<file path="config.mk">
export PLATFORM = sky130hd
export DESIGN_NAME = keyed_lru_entry_pool_flat
export DESIGN_NICKNAME = d
export VERILOG_FILES = /design/src/rtl/klep_pkg.sv /design/src/rtl/klep_req_if.sv /design/src/rtl/klep_rsp_if.sv /design/src/rtl/klep_ram.sv /design/src/rtl/klep_scan.sv /design/src/rtl/keyed_lru_entry_pool.sv /design/src/flat_wrapper.sv
export SDC_FILE = /design/constraint.sdc
export NUM_CORES = 2
export LEC_CHECK = 0
export BUFFER_PORTS_ARGS = -buffer_cell sky130_fd_sc_hd__buf_2
export CAP_MARGIN = 10
export CORE_AREA = 2 2 487 489
export CTS_CLUSTER_DIAMETER = 150
export DETAILED_ROUTE_END_ITERATION = 8
export DIE_AREA = 0 0 489 491
export PLACE_DENSITY = 0.79
export SYNTH_ARGS = -nofsm -noshare
export SYNTH_HDL_FRONTEND = slang
export SYNTH_HIERARCHICAL = 1
export SYNTH_SLANG_ARGS = --single-unit
export TNS_END_PERCENT = 100
</file>
<file path="constraint.sdc">
create_clock -name clk -period 11.05 [get_ports clk]
set_input_delay 3.315 -clock clk [delete_from_list [all_inputs] [get_ports clk]]
set_output_delay 3.315 -clock clk [all_outputs]
set_load 0.01 [all_outputs]
</file>
<file path="src/rtl/klep_pkg.sv">
`timescale 1ns / 1ps
// ----------------------------------------------------------------------------
// klep_pkg
// Shared types and fixed field widths for the keyed LRU entry pool.
// ----------------------------------------------------------------------------
package klep_pkg;

    localparam int KEY_W  = 24;
    localparam int SLOT_W = 6;
    localparam int RCNT_W = 7;
    localparam logic [RCNT_W-1:0] RCNT_MAX = 7'd127;

    typedef enum logic [1:0] {
        OP_LOOKUP      = 2'd0,
        OP_ALLOC       = 2'd1,
        OP_REMOVE      = 2'd2,
        OP_REMOVE_USER = 2'd3
    } opcode_t;

    // scan control from the sequencer
    typedef struct packed {
        logic start;      // clear gathered results
        logic sample;     // read data of one slot is present
        logic user_only;  // match on user key alone
    } scan_ctl_t;

    // scan status back to the sequencer
    typedef struct packed {
        logic match;
        logic free_found;
        logic old_found;
    } scan_stat_t;

endpackage

</file>
<file path="src/rtl/klep_req_if.sv">
`timescale 1ns / 1ps
// ----------------------------------------------------------------------------
// klep_req_if
// Request channel: opcode and key pair, valid/ready handshake.
// ----------------------------------------------------------------------------
interface klep_req_if;
    logic                      valid;
    logic                      ready;
    logic [1:0]                opcode;
    logic [klep_pkg::KEY_W-1:0] user_key;
    logic [klep_pkg::KEY_W-1:0] contest_key;

    modport source (output valid, output opcode, output user_key, output contest_key,
                    input ready);
    modport sink   (input valid, input opcode, input user_key, input contest_key,
                    output ready);
endinterface

</file>
<file path="src/rtl/klep_rsp_if.sv">
`timescale 1ns / 1ps
// ----------------------------------------------------------------------------
// klep_rsp_if
// Response channel: hit, slot handle, eviction and removal report.
// ----------------------------------------------------------------------------
interface klep_rsp_if;
    logic                        valid;
    logic                        ready;
    logic                        hit;
    logic [klep_pkg::SLOT_W-1:0] slot;
    logic                        slot_valid;
    logic                        evicted;
    logic [klep_pkg::KEY_W-1:0]  evicted_user;
    logic [klep_pkg::KEY_W-1:0]  evicted_contest;
    logic [klep_pkg::RCNT_W-1:0] removed_count;

    modport source (output valid, output hit, output slot, output slot_valid,
                    output evicted, output evicted_user, output evicted_contest,
                    output removed_count, input ready);
    modport sink   (input valid, input hit, input slot, input slot_valid,
                    input evicted, input evicted_user, input evicted_contest,
                    input removed_count, output ready);
endinterface

</file>
<file path="src/rtl/klep_ram.sv">
`timescale 1ns / 1ps
// ----------------------------------------------------------------------------
// klep_ram
// Generic simple dual-port RAM, one write and one registered read port.
// ----------------------------------------------------------------------------
module klep_ram #(
    parameter int WIDTH = 8,
    parameter int DEPTH = 16
) (
    input  logic                     clk,
    input  logic                     we,
    input  logic [$clog2(DEPTH)-1:0] waddr,
    input  logic [WIDTH-1:0]         wdata,
    input  logic [$clog2(DEPTH)-1:0] raddr,
    output logic [WIDTH-1:0]         rdata
);

    logic [WIDTH-1:0] mem [DEPTH];
    logic [WIDTH-1:0] rdata_reg;

    always_ff @(posedge clk)
    begin
        if (we)
        begin
            mem[waddr] <= wdata;
        end
        rdata_reg <= mem[raddr];
    end

    assign rdata = rdata_reg;

endmodule

</file>
<file path="src/rtl/klep_scan.sv">
`timescale 1ns / 1ps
// ----------------------------------------------------------------------------
// klep_scan
// Gathers, one slot per cycle, the first key match, the lowest free slot
// and the least recent entry.
// ----------------------------------------------------------------------------
module klep_scan #(
    parameter int IW = 6
) (
    input  logic                      clk,
    input  logic                      rst_n,
    input  klep_pkg::scan_ctl_t       ctl,
    input  logic [klep_pkg::KEY_W-1:0] key_user,
    input  logic [klep_pkg::KEY_W-1:0] key_contest,
    input  logic [IW-1:0]             old_age,
    input  logic [IW-1:0]             rd_idx,
    input  logic                      rd_valid,
    input  logic [klep_pkg::KEY_W-1:0] rd_user,
    input  logic [klep_pkg::KEY_W-1:0] rd_contest,
    input  logic [IW-1:0]             rd_age,
    output klep_pkg::scan_stat_t      stat,
    output logic [IW-1:0]             match_idx,
    output logic [IW-1:0]             match_age,
    output logic [IW-1:0]             free_idx,
    output logic [IW-1:0]             old_idx,
    output logic [klep_pkg::KEY_W-1:0] old_user,
    output logic [klep_pkg::KEY_W-1:0] old_contest
);

    import klep_pkg::*;

    scan_stat_t      stat_reg;
    logic [IW-1:0]   match_idx_reg;
    logic [IW-1:0]   match_age_reg;
    logic [IW-1:0]   free_idx_reg;
    logic [IW-1:0]   old_idx_reg;
    logic [KEY_W-1:0] old_user_reg;
    logic [KEY_W-1:0] old_contest_reg;
    logic            is_match;
    logic            is_old;

    assign is_match = rd_valid && (rd_user == key_user)
                      && (ctl.user_only || (rd_contest == key_contest));
    // ages are distinct, so the least recent entry carries age total-1
    assign is_old   = rd_valid && (rd_age == old_age);

    always_ff @(posedge clk or negedge rst_n)
    begin
        if (!rst_n)
        begin
            stat_reg <= '0;
        end
        else if (ctl.start)
        begin
            stat_reg <= '0;
        end
        else if (ctl.sample)
        begin
            if (is_match)
            begin
                stat_reg.match <= 1'b1;
            end
            if (!rd_valid)
            begin
                stat_reg.free_found <= 1'b1;
            end
            if (is_old)
            begin
                stat_reg.old_found <= 1'b1;
            end
        end
    end

    always_ff @(posedge clk)
    begin
        if (ctl.sample)
        begin
            if (is_match && !stat_reg.match)
            begin
                match_idx_reg <= rd_idx;
                match_age_reg <= rd_age;
            end
            if (!rd_valid && !stat_reg.free_found)
            begin
                free_idx_reg <= rd_idx;
            end
            if (is_old && !stat_reg.old_found)
            begin
                old_idx_reg     <= rd_idx;
                old_user_reg    <= rd_user;
                old_contest_reg <= rd_contest;
            end
        end
    end

    assign stat        = stat_reg;
    assign match_idx   = match_idx_reg;
    assign match_age   = match_age_reg;
    assign free_idx    = free_idx_reg;
    assign old_idx     = old_idx_reg;
    assign old_user    = old_user_reg;
    assign old_contest = old_contest_reg;

endmodule

</file>
<file path="src/rtl/keyed_lru_entry_pool.sv">
`timescale 1ns / 1ps
// ----------------------------------------------------------------------------
// keyed_lru_entry_pool
// Fully associative LRU pool of key pairs, held in one slot memory.
// A lookup or remove that misses ends after the scan pass; a remove-user runs
//   one scan and one update pass per entry it drops, then a final scan. A zero
//   user key, or a zero contest key on a lookup or remove, skips both passes.
// Throughput: one request at a time; ready returns as the response is loaded.
//   Each pass reads one slot per cycle (scan pass, then a read-modify-write
//   pass); a response still held at the output stalls the final step.
// Reset: clears control state, then sweeps every slot to empty the
//   slot memory before the first request is taken.
// ----------------------------------------------------------------------------
module keyed_lru_entry_pool #(
    parameter int POOL_SLOTS = 64
) (
    input  logic       clk,
    input  logic       rst_n,
    klep_req_if.sink   req,
    klep_rsp_if.source rsp
);

    import klep_pkg::*;

    localparam int IW     = $clog2(POOL_SLOTS);
    localparam int TW     = $clog2(POOL_SLOTS + 1);
    localparam int WORD_W = 1 + 2 * KEY_W + IW;

    typedef enum logic [4:0] {
        S_CLEAR  = 5'b00001,
        S_IDLE   = 5'b00010,
        S_SCAN   = 5'b00100,
        S_UPDATE = 5'b01000,
        S_DONE   = 5'b10000
    } state_t;

    typedef enum logic [2:0] {
        UPD_TOUCH   = 3'b001,
        UPD_AGE_ALL = 3'b010,
        UPD_DROP    = 3'b100
    } upd_kind_t;

    state_t            state_reg, state_next;
    logic [IW-1:0]     cnt_reg, cnt_next;
    logic              iss_reg, iss_next;
    logic              pend_reg, pend_next;
    logic [IW-1:0]     pend_idx_reg, pend_idx_next;
    logic [TW-1:0]     total_reg, total_next;
    opcode_t           op_reg, op_next;
    logic [KEY_W-1:0]  user_reg, user_next;
    logic [KEY_W-1:0]  contest_reg, contest_next;
    upd_kind_t         upd_reg, upd_next;
    logic [IW-1:0]     tgt_idx_reg, tgt_idx_next;
    logic [IW-1:0]     tgt_age_reg, tgt_age_next;

    logic              res_hit_reg, res_hit_next;
    logic [SLOT_W-1:0] res_slot_reg, res_slot_next;
    logic              res_sv_reg, res_sv_next;
    logic              res_ev_reg, res_ev_next;
    logic [KEY_W-1:0]  res_eu_reg, res_eu_next;
    logic [KEY_W-1:0]  res_ec_reg, res_ec_next;
    logic [RCNT_W-1:0] rc_reg, rc_next;

    logic              out_valid_reg, out_valid_next;
    logic              out_hit_reg;
    logic [SLOT_W-1:0] out_slot_reg;
    logic              out_sv_reg;
    logic              out_ev_reg;
    logic [KEY_W-1:0]  out_eu_reg;
    logic [KEY_W-1:0]  out_ec_reg;
    logic [RCNT_W-1:0] out_rc_reg;
    logic              out_load;

    logic              ram_we;
    logic [IW-1:0]     ram_waddr;
    logic [WORD_W-1:0] ram_wdata;
    logic [WORD_W-1:0] ram_rdata;

    logic              rd_valid;
    logic [KEY_W-1:0]  rd_user;
    logic [KEY_W-1:0]  rd_contest;
    logic [IW-1:0]     rd_age;
    logic              w_valid;
    logic [KEY_W-1:0]  w_user;
    logic [KEY_W-1:0]  w_contest;
    logic [IW-1:0]     w_age;
    logic [WORD_W-1:0] upd_word;

    scan_ctl_t         ctl;
    scan_stat_t        stat;
    logic [IW-1:0]     match_idx;
    logic [IW-1:0]     match_age;
    logic [IW-1:0]     free_idx;
    logic [IW-1:0]     old_idx;
    logic [KEY_W-1:0]  old_user;
    logic [KEY_W-1:0]  old_contest;
    logic [TW-1:0]     old_age_full;

    logic              cnt_last;
    logic              pool_full;
    logic              req_null;
    logic [IW-1:0]     slot_sel;
    logic [SLOT_W+IW-1:0] slot_ext;

    klep_ram #(
        .WIDTH (WORD_W),
        .DEPTH (POOL_SLOTS)
    ) u_ram (
        .clk   (clk),
        .we    (ram_we),
        .waddr (ram_waddr),
        .wdata (ram_wdata),
        .raddr (cnt_reg),
        .rdata (ram_rdata)
    );

    assign {rd_valid, rd_user, rd_contest, rd_age} = ram_rdata;
    assign old_age_full = total_reg - TW'(1);

    klep_scan #(
        .IW (IW)
    ) u_scan (
        .clk         (clk),
        .rst_n       (rst_n),
        .ctl         (ctl),
        .key_user    (user_reg),
        .key_contest (contest_reg),
        .old_age     (old_age_full[IW-1:0]),
        .rd_idx      (pend_idx_reg),
        .rd_valid    (rd_valid),
        .rd_user     (rd_user),
        .rd_contest  (rd_contest),
        .rd_age      (rd_age),
        .stat        (stat),
        .match_idx   (match_idx),
        .match_age   (match_age),
        .free_idx    (free_idx),
        .old_idx     (old_idx),
        .old_user    (old_user),
        .old_contest (old_contest)
    );

    assign cnt_last  = (cnt_reg == IW'(POOL_SLOTS - 1));
    assign pool_full = (total_reg == TW'(POOL_SLOTS));
    assign req_null  = (req.user_key == '0)
                       || ((req.contest_key == '0)
                           && ((opcode_t'(req.opcode) == OP_LOOKUP)
                               || (opcode_t'(req.opcode) == OP_REMOVE)));

    // write-back word for the read-modify-write pass
    always_comb
    begin
        w_valid   = rd_valid;
        w_user    = rd_user;
        w_contest = rd_contest;
        w_age     = rd_age;
        if (pend_idx_reg == tgt_idx_reg)
        begin
            case (upd_reg)
                UPD_TOUCH:
                begin
                    w_age = '0;
                end
                UPD_AGE_ALL:
                begin
                    w_valid   = 1'b1;
                    w_user    = user_reg;
                    w_contest = contest_reg;
                    w_age     = '0;
                end
                UPD_DROP:
                begin
                    w_valid = 1'b0;
                end
                default:
                begin
                    w_valid = rd_valid;
                end
            endcase
        end
        else if (rd_valid)
        begin
            case (upd_reg)
                UPD_TOUCH:
                begin
                    if (rd_age < tgt_age_reg)
                    begin
                        w_age = rd_age + IW'(1);
                    end
                end
                UPD_AGE_ALL:
                begin
                    w_age = rd_age + IW'(1);
                end
                UPD_DROP:
                begin
                    if (rd_age > tgt_age_reg)
                    begin
                        w_age = rd_age - IW'(1);
                    end
                end
                default:
                begin
                    w_age = rd_age;
                end
            endcase
        end
        upd_word = {w_valid, w_user, w_contest, w_age};
    end

    // slot handle of the decided entry, reported modulo 64
    always_comb
    begin
        slot_sel = match_idx;
        if ((op_reg == OP_ALLOC) && !stat.match)
        begin
            slot_sel = pool_full ? old_idx : free_idx;
        end
        slot_ext = {{SLOT_W{1'b0}}, slot_sel};
    end

    always_comb
    begin
        state_next    = state_reg;
        cnt_next      = cnt_reg;
        iss_next      = iss_reg;
        pend_next     = 1'b0;
        pend_idx_next = cnt_reg;
        total_next    = total_reg;
        op_next       = op_reg;
        user_next     = user_reg;
        contest_next  = contest_reg;
        upd_next      = upd_reg;
        tgt_idx_next  = tgt_idx_reg;
        tgt_age_next  = tgt_age_reg;
        res_hit_next  = res_hit_reg;
        res_slot_next = res_slot_reg;
        res_sv_next   = res_sv_reg;
        res_ev_next   = res_ev_reg;
        res_eu_next   = res_eu_reg;
        res_ec_next   = res_ec_reg;
        rc_next       = rc_reg;
        out_load      = 1'b0;
        ctl.start     = 1'b0;
        ctl.sample    = 1'b0;
        ctl.user_only = (op_reg == OP_REMOVE_USER);
        ram_we        = 1'b0;
        ram_waddr     = pend_idx_reg;
        ram_wdata     = upd_word;

        // shared read issue for both passes
        if (((state_reg == S_SCAN) || (state_reg == S_UPDATE)) && iss_reg)
        begin
            pend_next     = 1'b1;
            pend_idx_next = cnt_reg;
            if (cnt_last)
            begin
                iss_next = 1'b0;
                cnt_next = '0;
            end
            else
            begin
                cnt_next = cnt_reg + IW'(1);
            end
        end

        case (state_reg)
            S_CLEAR:
            begin
                ram_we    = 1'b1;
                ram_waddr = cnt_reg;
                ram_wdata = '0;
                if (cnt_last)
                begin
                    cnt_next   = '0;
                    state_next = S_IDLE;
                end
                else
                begin
                    cnt_next = cnt_reg + IW'(1);
                end
            end
            S_IDLE:
            begin
                if (req.valid)
                begin
                    op_next       = opcode_t'(req.opcode);
                    user_next     = req.user_key;
                    contest_next  = req.contest_key;
                    res_hit_next  = 1'b0;
                    res_slot_next = '0;
                    res_sv_next   = 1'b0;
                    res_ev_next   = 1'b0;
                    res_eu_next   = '0;
                    res_ec_next   = '0;
                    rc_next       = '0;
                    cnt_next      = '0;
                    if (req_null)
                    begin
                        state_next = S_DONE;
                    end
                    else
                    begin
                        ctl.start  = 1'b1;
                        iss_next   = 1'b1;
                        state_next = S_SCAN;
                    end
                end
            end
            S_SCAN:
            begin
                ctl.sample = pend_reg;
                // once the last sample has been registered the scan results are settled
                if (!iss_reg && !pend_reg)
                begin
                    iss_next   = 1'b1;
                    state_next = S_UPDATE;
                    case (op_reg)
                        OP_LOOKUP:
                        begin
                            upd_next     = UPD_TOUCH;
                            tgt_idx_next = match_idx;
                            tgt_age_next = match_age;
                            if (stat.match)
                            begin
                                res_hit_next  = 1'b1;
                                res_slot_next = slot_ext[SLOT_W-1:0];
                                res_sv_next   = 1'b1;
                            end
                            else
                            begin
                                iss_next   = 1'b0;
                                state_next = S_DONE;
                            end
                        end
                        OP_ALLOC:
                        begin
                            res_slot_next = slot_ext[SLOT_W-1:0];
                            res_sv_next   = 1'b1;
                            if (stat.match)
                            begin
                                upd_next     = UPD_TOUCH;
                                tgt_idx_next = match_idx;
                                tgt_age_next = match_age;
                                res_hit_next = 1'b1;
                            end
                            else if (pool_full)
                            begin
                                // evict least recent, new entry takes its slot
                                upd_next     = UPD_AGE_ALL;
                                tgt_idx_next = old_idx;
                                res_ev_next  = 1'b1;
                                res_eu_next  = old_user;
                                res_ec_next  = old_contest;
                            end
                            else
                            begin
                                upd_next     = UPD_AGE_ALL;
                                tgt_idx_next = free_idx;
                                total_next   = total_reg + TW'(1);
                            end
                        end
                        OP_REMOVE:
                        begin
                            upd_next     = UPD_DROP;
                            tgt_idx_next = match_idx;
                            tgt_age_next = match_age;
                            if (stat.match)
                            begin
                                res_hit_next = 1'b1;
                                rc_next      = RCNT_W'(1);
                                total_next   = total_reg - TW'(1);
                            end
                            else
                            begin
                                iss_next   = 1'b0;
                                state_next = S_DONE;
                            end
                        end
                        OP_REMOVE_USER:
                        begin
                            upd_next     = UPD_DROP;
                            tgt_idx_next = match_idx;
                            tgt_age_next = match_age;
                            if (stat.match)
                            begin
                                total_next = total_reg - TW'(1);
                                if (rc_reg != RCNT_MAX)
                                begin
                                    rc_next = rc_reg + RCNT_W'(1);
                                end
                            end
                            else
                            begin
                                iss_next   = 1'b0;
                                state_next = S_DONE;
                            end
                        end
                        default:
                        begin
                            iss_next   = 1'b0;
                            state_next = S_DONE;
                        end
                    endcase
                end
            end
            S_UPDATE:
            begin
                ram_we = pend_reg;
                if (pend_reg && !iss_reg)
                begin
                    if (op_reg == OP_REMOVE_USER)
                    begin
                        // drop one user entry per round, then search again
                        ctl.start  = 1'b1;
                        iss_next   = 1'b1;
                        state_next = S_SCAN;
                    end
                    else
                    begin
                        state_next = S_DONE;
                    end
                end
            end
            S_DONE:
            begin
                if (!out_valid_reg || rsp.ready)
                begin
                    out_load   = 1'b1;
                    state_next = S_IDLE;
                end
            end
            default:
            begin
                state_next = S_IDLE;
            end
        endcase
    end

    assign out_valid_next = out_load || (out_valid_reg && !rsp.ready);

    always_ff @(posedge clk or negedge rst_n)
    begin
        if (!rst_n)
        begin
            state_reg     <= S_CLEAR;
            cnt_reg       <= '0;
            iss_reg       <= 1'b0;
            pend_reg      <= 1'b0;
            total_reg     <= '0;
            out_valid_reg <= 1'b0;
        end
        else
        begin
            state_reg     <= state_next;
            cnt_reg       <= cnt_next;
            iss_reg       <= iss_next;
            pend_reg      <= pend_next;
            total_reg     <= total_next;
            out_valid_reg <= out_valid_next;
        end
    end

    always_ff @(posedge clk)
    begin
        pend_idx_reg <= pend_idx_next;
        op_reg       <= op_next;
        user_reg     <= user_next;
        contest_reg  <= contest_next;
        upd_reg      <= upd_next;
        tgt_idx_reg  <= tgt_idx_next;
        tgt_age_reg  <= tgt_age_next;
        res_hit_reg  <= res_hit_next;
        res_slot_reg <= res_slot_next;
        res_sv_reg   <= res_sv_next;
        res_ev_reg   <= res_ev_next;
        res_eu_reg   <= res_eu_next;
        res_ec_reg   <= res_ec_next;
        rc_reg       <= rc_next;
        if (out_load)
        begin
            out_hit_reg  <= res_hit_reg;
            out_slot_reg <= res_slot_reg;
            out_sv_reg   <= res_sv_reg;
            out_ev_reg   <= res_ev_reg;
            out_eu_reg   <= res_eu_reg;
            out_ec_reg   <= res_ec_reg;
            out_rc_reg   <= rc_reg;
        end
    end

    assign req.ready           = (state_reg == S_IDLE);
    assign rsp.valid           = out_valid_reg;
    assign rsp.hit             = out_hit_reg;
    assign rsp.slot            = out_slot_reg;
    assign rsp.slot_valid      = out_sv_reg;
    assign rsp.evicted         = out_ev_reg;
    assign rsp.evicted_user    = out_eu_reg;
    assign rsp.evicted_contest = out_ec_reg;
    assign rsp.removed_count   = out_rc_reg;

endmodule

</file>
<file path="src/flat_wrapper.sv">
// flat-port wrapper written by rule: the top's interface ports become plain ports
module keyed_lru_entry_pool_flat import klep_pkg::*;
#(
    parameter int POOL_SLOTS = 64
)
  (clk, rst_n, req_valid, req_opcode, req_user_key, req_contest_key, req_ready, rsp_valid, rsp_hit, rsp_slot, rsp_slot_valid, rsp_evicted, rsp_evicted_user, rsp_evicted_contest, rsp_removed_count, rsp_ready);
  klep_req_if req_i ();
  klep_rsp_if rsp_i ();
  input  logic clk;
  input  logic rst_n;
  input wire logic [$bits(req_i.valid)-1:0] req_valid;
  input wire logic [$bits(req_i.opcode)-1:0] req_opcode;
  input wire logic [$bits(req_i.user_key)-1:0] req_user_key;
  input wire logic [$bits(req_i.contest_key)-1:0] req_contest_key;
  output wire logic [$bits(req_i.ready)-1:0] req_ready;
  output wire logic [$bits(rsp_i.valid)-1:0] rsp_valid;
  output wire logic [$bits(rsp_i.hit)-1:0] rsp_hit;
  output wire logic [$bits(rsp_i.slot)-1:0] rsp_slot;
  output wire logic [$bits(rsp_i.slot_valid)-1:0] rsp_slot_valid;
  output wire logic [$bits(rsp_i.evicted)-1:0] rsp_evicted;
  output wire logic [$bits(rsp_i.evicted_user)-1:0] rsp_evicted_user;
  output wire logic [$bits(rsp_i.evicted_contest)-1:0] rsp_evicted_contest;
  output wire logic [$bits(rsp_i.removed_count)-1:0] rsp_removed_count;
  input wire logic [$bits(rsp_i.ready)-1:0] rsp_ready;
  assign req_i.valid = req_valid;
  assign req_i.opcode = req_opcode;
  assign req_i.user_key = req_user_key;
  assign req_i.contest_key = req_contest_key;
  assign req_ready = req_i.ready;
  assign rsp_valid = rsp_i.valid;
  assign rsp_hit = rsp_i.hit;
  assign rsp_slot = rsp_i.slot;
  assign rsp_slot_valid = rsp_i.slot_valid;
  assign rsp_evicted = rsp_i.evicted;
  assign rsp_evicted_user = rsp_i.evicted_user;
  assign rsp_evicted_contest = rsp_i.evicted_contest;
  assign rsp_removed_count = rsp_i.removed_count;
  assign rsp_i.ready = rsp_ready;
  keyed_lru_entry_pool #(.POOL_SLOTS(POOL_SLOTS)) u_core (.clk(clk), .rst_n(rst_n), .req(req_i), .rsp(rsp_i));
endmodule
</file>
==> results.cfg <==
[outcome]
status = completed

[logic_synthesis]
synth_most_common_cell = edfxtp_1
yosysSeqAreaShare_pct = 78.6
yosys-top-cells-area = edfxtp_1, mux4_2, o22ai_1, dfxtp_1, mux2i_1
synth-edff-count = 3785
syn_inst = 6662
synth_warnings = 6
synth_top_area_share_pct = 77.3
syn_area_per_cell_sq_um = 22.1
ys.flop_type = edfxtp_1
netlist_top_cells_count = edfxtp_1, mux4_2, o22ai_1, nand2_1, clkbuf_1
synth_seq_cells = 3870
syn_nets = 6728
syn_area_sq_um = 147000
yosysUniqueCellTypes = 84
synth-async-reset-ratio_pct = 0.620
yosys.area.top_type = edfxtp_1

[clocking]
clock_sinks = 3870
post-cts-setup-buffers = 0
clockRootBuffer = clkbuf_16
h-tree-depth = 5
cts_max_path_buffers = 4
clkLatencyLatePin_ps = 980
numCtsBuffers = 378
cts_tree = yes
clkTransAtPathRegs_ps = 60
cts_hold_buffers = 0
postCtsResizedCells = 0

[detailed_routing]
via_per_inst = 7.55
dr_total_vias = 79400
drtAntennaViolNets = 0
firstDrtPassIters = 9
drc = 0
routedWlPerCell_um = 42.4
routed_wl_mm = 446
drt-initial-drc-count = 15800

[critical_path]
r2r_cells = 10
crit_family = simple AND/OR/NAND/NOR gates
r2r-start = u_core/state_reg[2]
cp_common_cell = buf_4
slowest_stage = buf_4
crit_fanout = 37
rr_endpoint = u_core/u_ram/mem[50][2]
endpoint_kind = register
crit_type = reg -> reg
crit_chain = nor2_1, nor4bb_4, buf_4, buf_4, nand2_1, nand2_1, or3b_2, or2_1, nor2_4, buf_4
cp.buffers_inverters = 3
reg2reg_setup_slack_ps = 4590
required_ps = 11620
max_stage_delay_ps = 930
cp.arrival_ps = 7030
startpoint_type = register

[die]
die_height_um = 491
core_area_sq_um = 235000
die_w_um = 489
std_cell_rows = 178
pin_count = 120
die_area_sq_um = 240000
initial_core_util_pct = 62.7

[layout]
fin_nets = 7111
syn2layout_area_growth_pct = 12.1
largest_register_ffs = 3520
drive_above_1_share_pct = 27.2
fin_area_sq_um = 165000

[placement]
gp_congestion = 0.963
port_buffers = 119
placed_area_sq_um = 153000
dp.final_hpwl_mm = 229

[global_route]
antenna_found_initial = 29
gr-total-overflow = 0
grtUsageTotal_pct = 37.4
grt_max_degree = 102
grt_pass1_wl_mm = 614
grt_pass1_vias = 78900

[sta]
clock.fmax_mhz = 155
tightest_slew_ps = 1350
setup_viol_count_final = 0
final.period_utilization_pct = 58.5
finalHoldViolCount = 0
slew_viol_final = 0
setup_tns_ps = 0
finalWorstPathRequiredPeriod_ps = 6460
fin_skew_ps = 71.2
grt_setup_unrepaired = false
relSlewSlack_pct = 9.36

[power]
swShare_pct = 27.6
seqPwrFrac_pct = 48.5
switchingPower_mw = 10.6
combPwrFrac_pct = 18.7
vdd_ir_drop_max_mv = 0.173
power.density_nw_per_um2 = 233
leakage_nw = 50.4
pwr-share-clk_pct = 32.8
p_int_mw = 27.8

[hold_path]
min_from = u_core/res_eu_reg[10]
worstHoldPathType = reg -> reg
whs_path_depth = 0
hold_end = u_core/rsp.evicted_user[10]

[flow_run]
max_cap_viol_count = 0
power groups by stage:
stage | clock network, mW | registers [mW] | logic [mW]
final | 12.6 | 18.6 | 7.19
after global routing | 13.1 | 18.6 | 7.46
after detailed placement | 0 | 18.9 | 6.81
after CTS | 12.6 | 18.6 | 6.97
after floorplan | 0 | 18.6 | 4.77
after global placement | 0 | 18.9 | 6.56
through the flow:
step / setup slack [ps] / total power, mW / hold WS [ps] / cells / utilization, %
2_1_floorplan: 3380 / 23.4 / 400 / 6662 / -
3_3_place_gp: 4770 / 25.4 / 402 / 9806 / 65.1
3_5_place_dp: 4750 / 25.7 / 405 / 9809 / 65.1
4_1_cts: 4820 / 38.2 / 417 / 10500 / 70.2
5_1_grt: 4610 / 39.2 / 423 / 10500 / 70.2
6_report: 4590 / 38.5 / 418 / 10500 / 70.2
cell families after synthesis:
logic type	share of synthesized area (%)
AOI/OAI and AO/OA	2.74
adders and majority gates	0.102
buffers and inverters	1.41
DFF	78.6
xor gates and xnor gates	0.477
and+or+nand+nor	2.44
muxes	14.3
layout make-up:
type | instances | area [sq um]
Fill cell | 12600 | 69800
Timing Repair Buffer | 370 | 2670
Tap cell | 3150 | 3940
Clock buffer | 501 | 10200
Clock inverter | 175 | 1630
Inverter | 23 | 86.3
Multi-Input combinational cell | 2402 | 30600
Sequential cell | 3870 | 116000
Antenna cell | 26 | 65.1
cells in the final DEF, fill, tap and decap left out, drive strengths merged, types with 7 or more instances in the layout:
| master | instances |
|---|---|
| dfxtp | 61 |
| or2 | 13 |
| o22ai | 210 |
| nand2b | 41 |
| clkinv | 129 |
| o22a | 12 |
| xnor2 | 36 |
| nor2 | 133 |
| nand2 | 205 |
| clkbuf | 501 |
| or3 | 7 |
| o221ai | 85 |
| nor2b | 21 |
| a211oi | 39 |
| clkinvlp | 9 |
| nor3 | 11 |
| and2 | 58 |
| mux2i | 80 |
| edfxtp | 3785 |
| dfrtp | 23 |
| a22o | 13 |
| a22oi | 28 |
| nand3b | 7 |
| nor4 | 66 |
| buf | 370 |
| diode | 26 |
| a21oi | 129 |
| bufinv | 29 |
| nand4 | 45 |
| mux2 | 66 |
| o21a | 19 |
| nand3 | 53 |
| and3 | 20 |
| ha | 12 |
| o21ai | 33 |
| a31oi | 7 |
| xor2 | 44 |
| inv | 31 |
| mux4 | 862 |
per-layer routing:
metal / part of all wire, % / wire length (um) / vias up / GRT usage, %
met3: 17 / 74600 / 1995 / 14.3
li1: - / - / 28900 / -
met2: 45 / 199000 / 8515 / 54.2
met4: 8.4 / 37400 / 18 / 24.8
met5: 0.10 / 445 / - / 0
met1: 30 / 134000 / 40000 / 47.5
worst max path at each step:
stage / cells past startpoint / from / end / slack, ps
finish: 10 / u_core/state_reg[2] / u_core/u_ram/mem[50][2] / 4590
global route: 10 / u_core/state_reg[2] / u_core/u_ram/mem[50][2] / 4610
floorplan: 4 / req_valid / u_core/res_ec_reg[0] / 3380
CTS: 10 / u_core/state_reg[2] / u_core/u_ram/mem[50][4] / 4820
detailed placement: 7 / req_valid / u_core/res_ec_reg[15] / 4750
global placement: 7 / req_valid / u_core/res_ec_reg[15] / 4770
(Power assumes the default switching activity.)
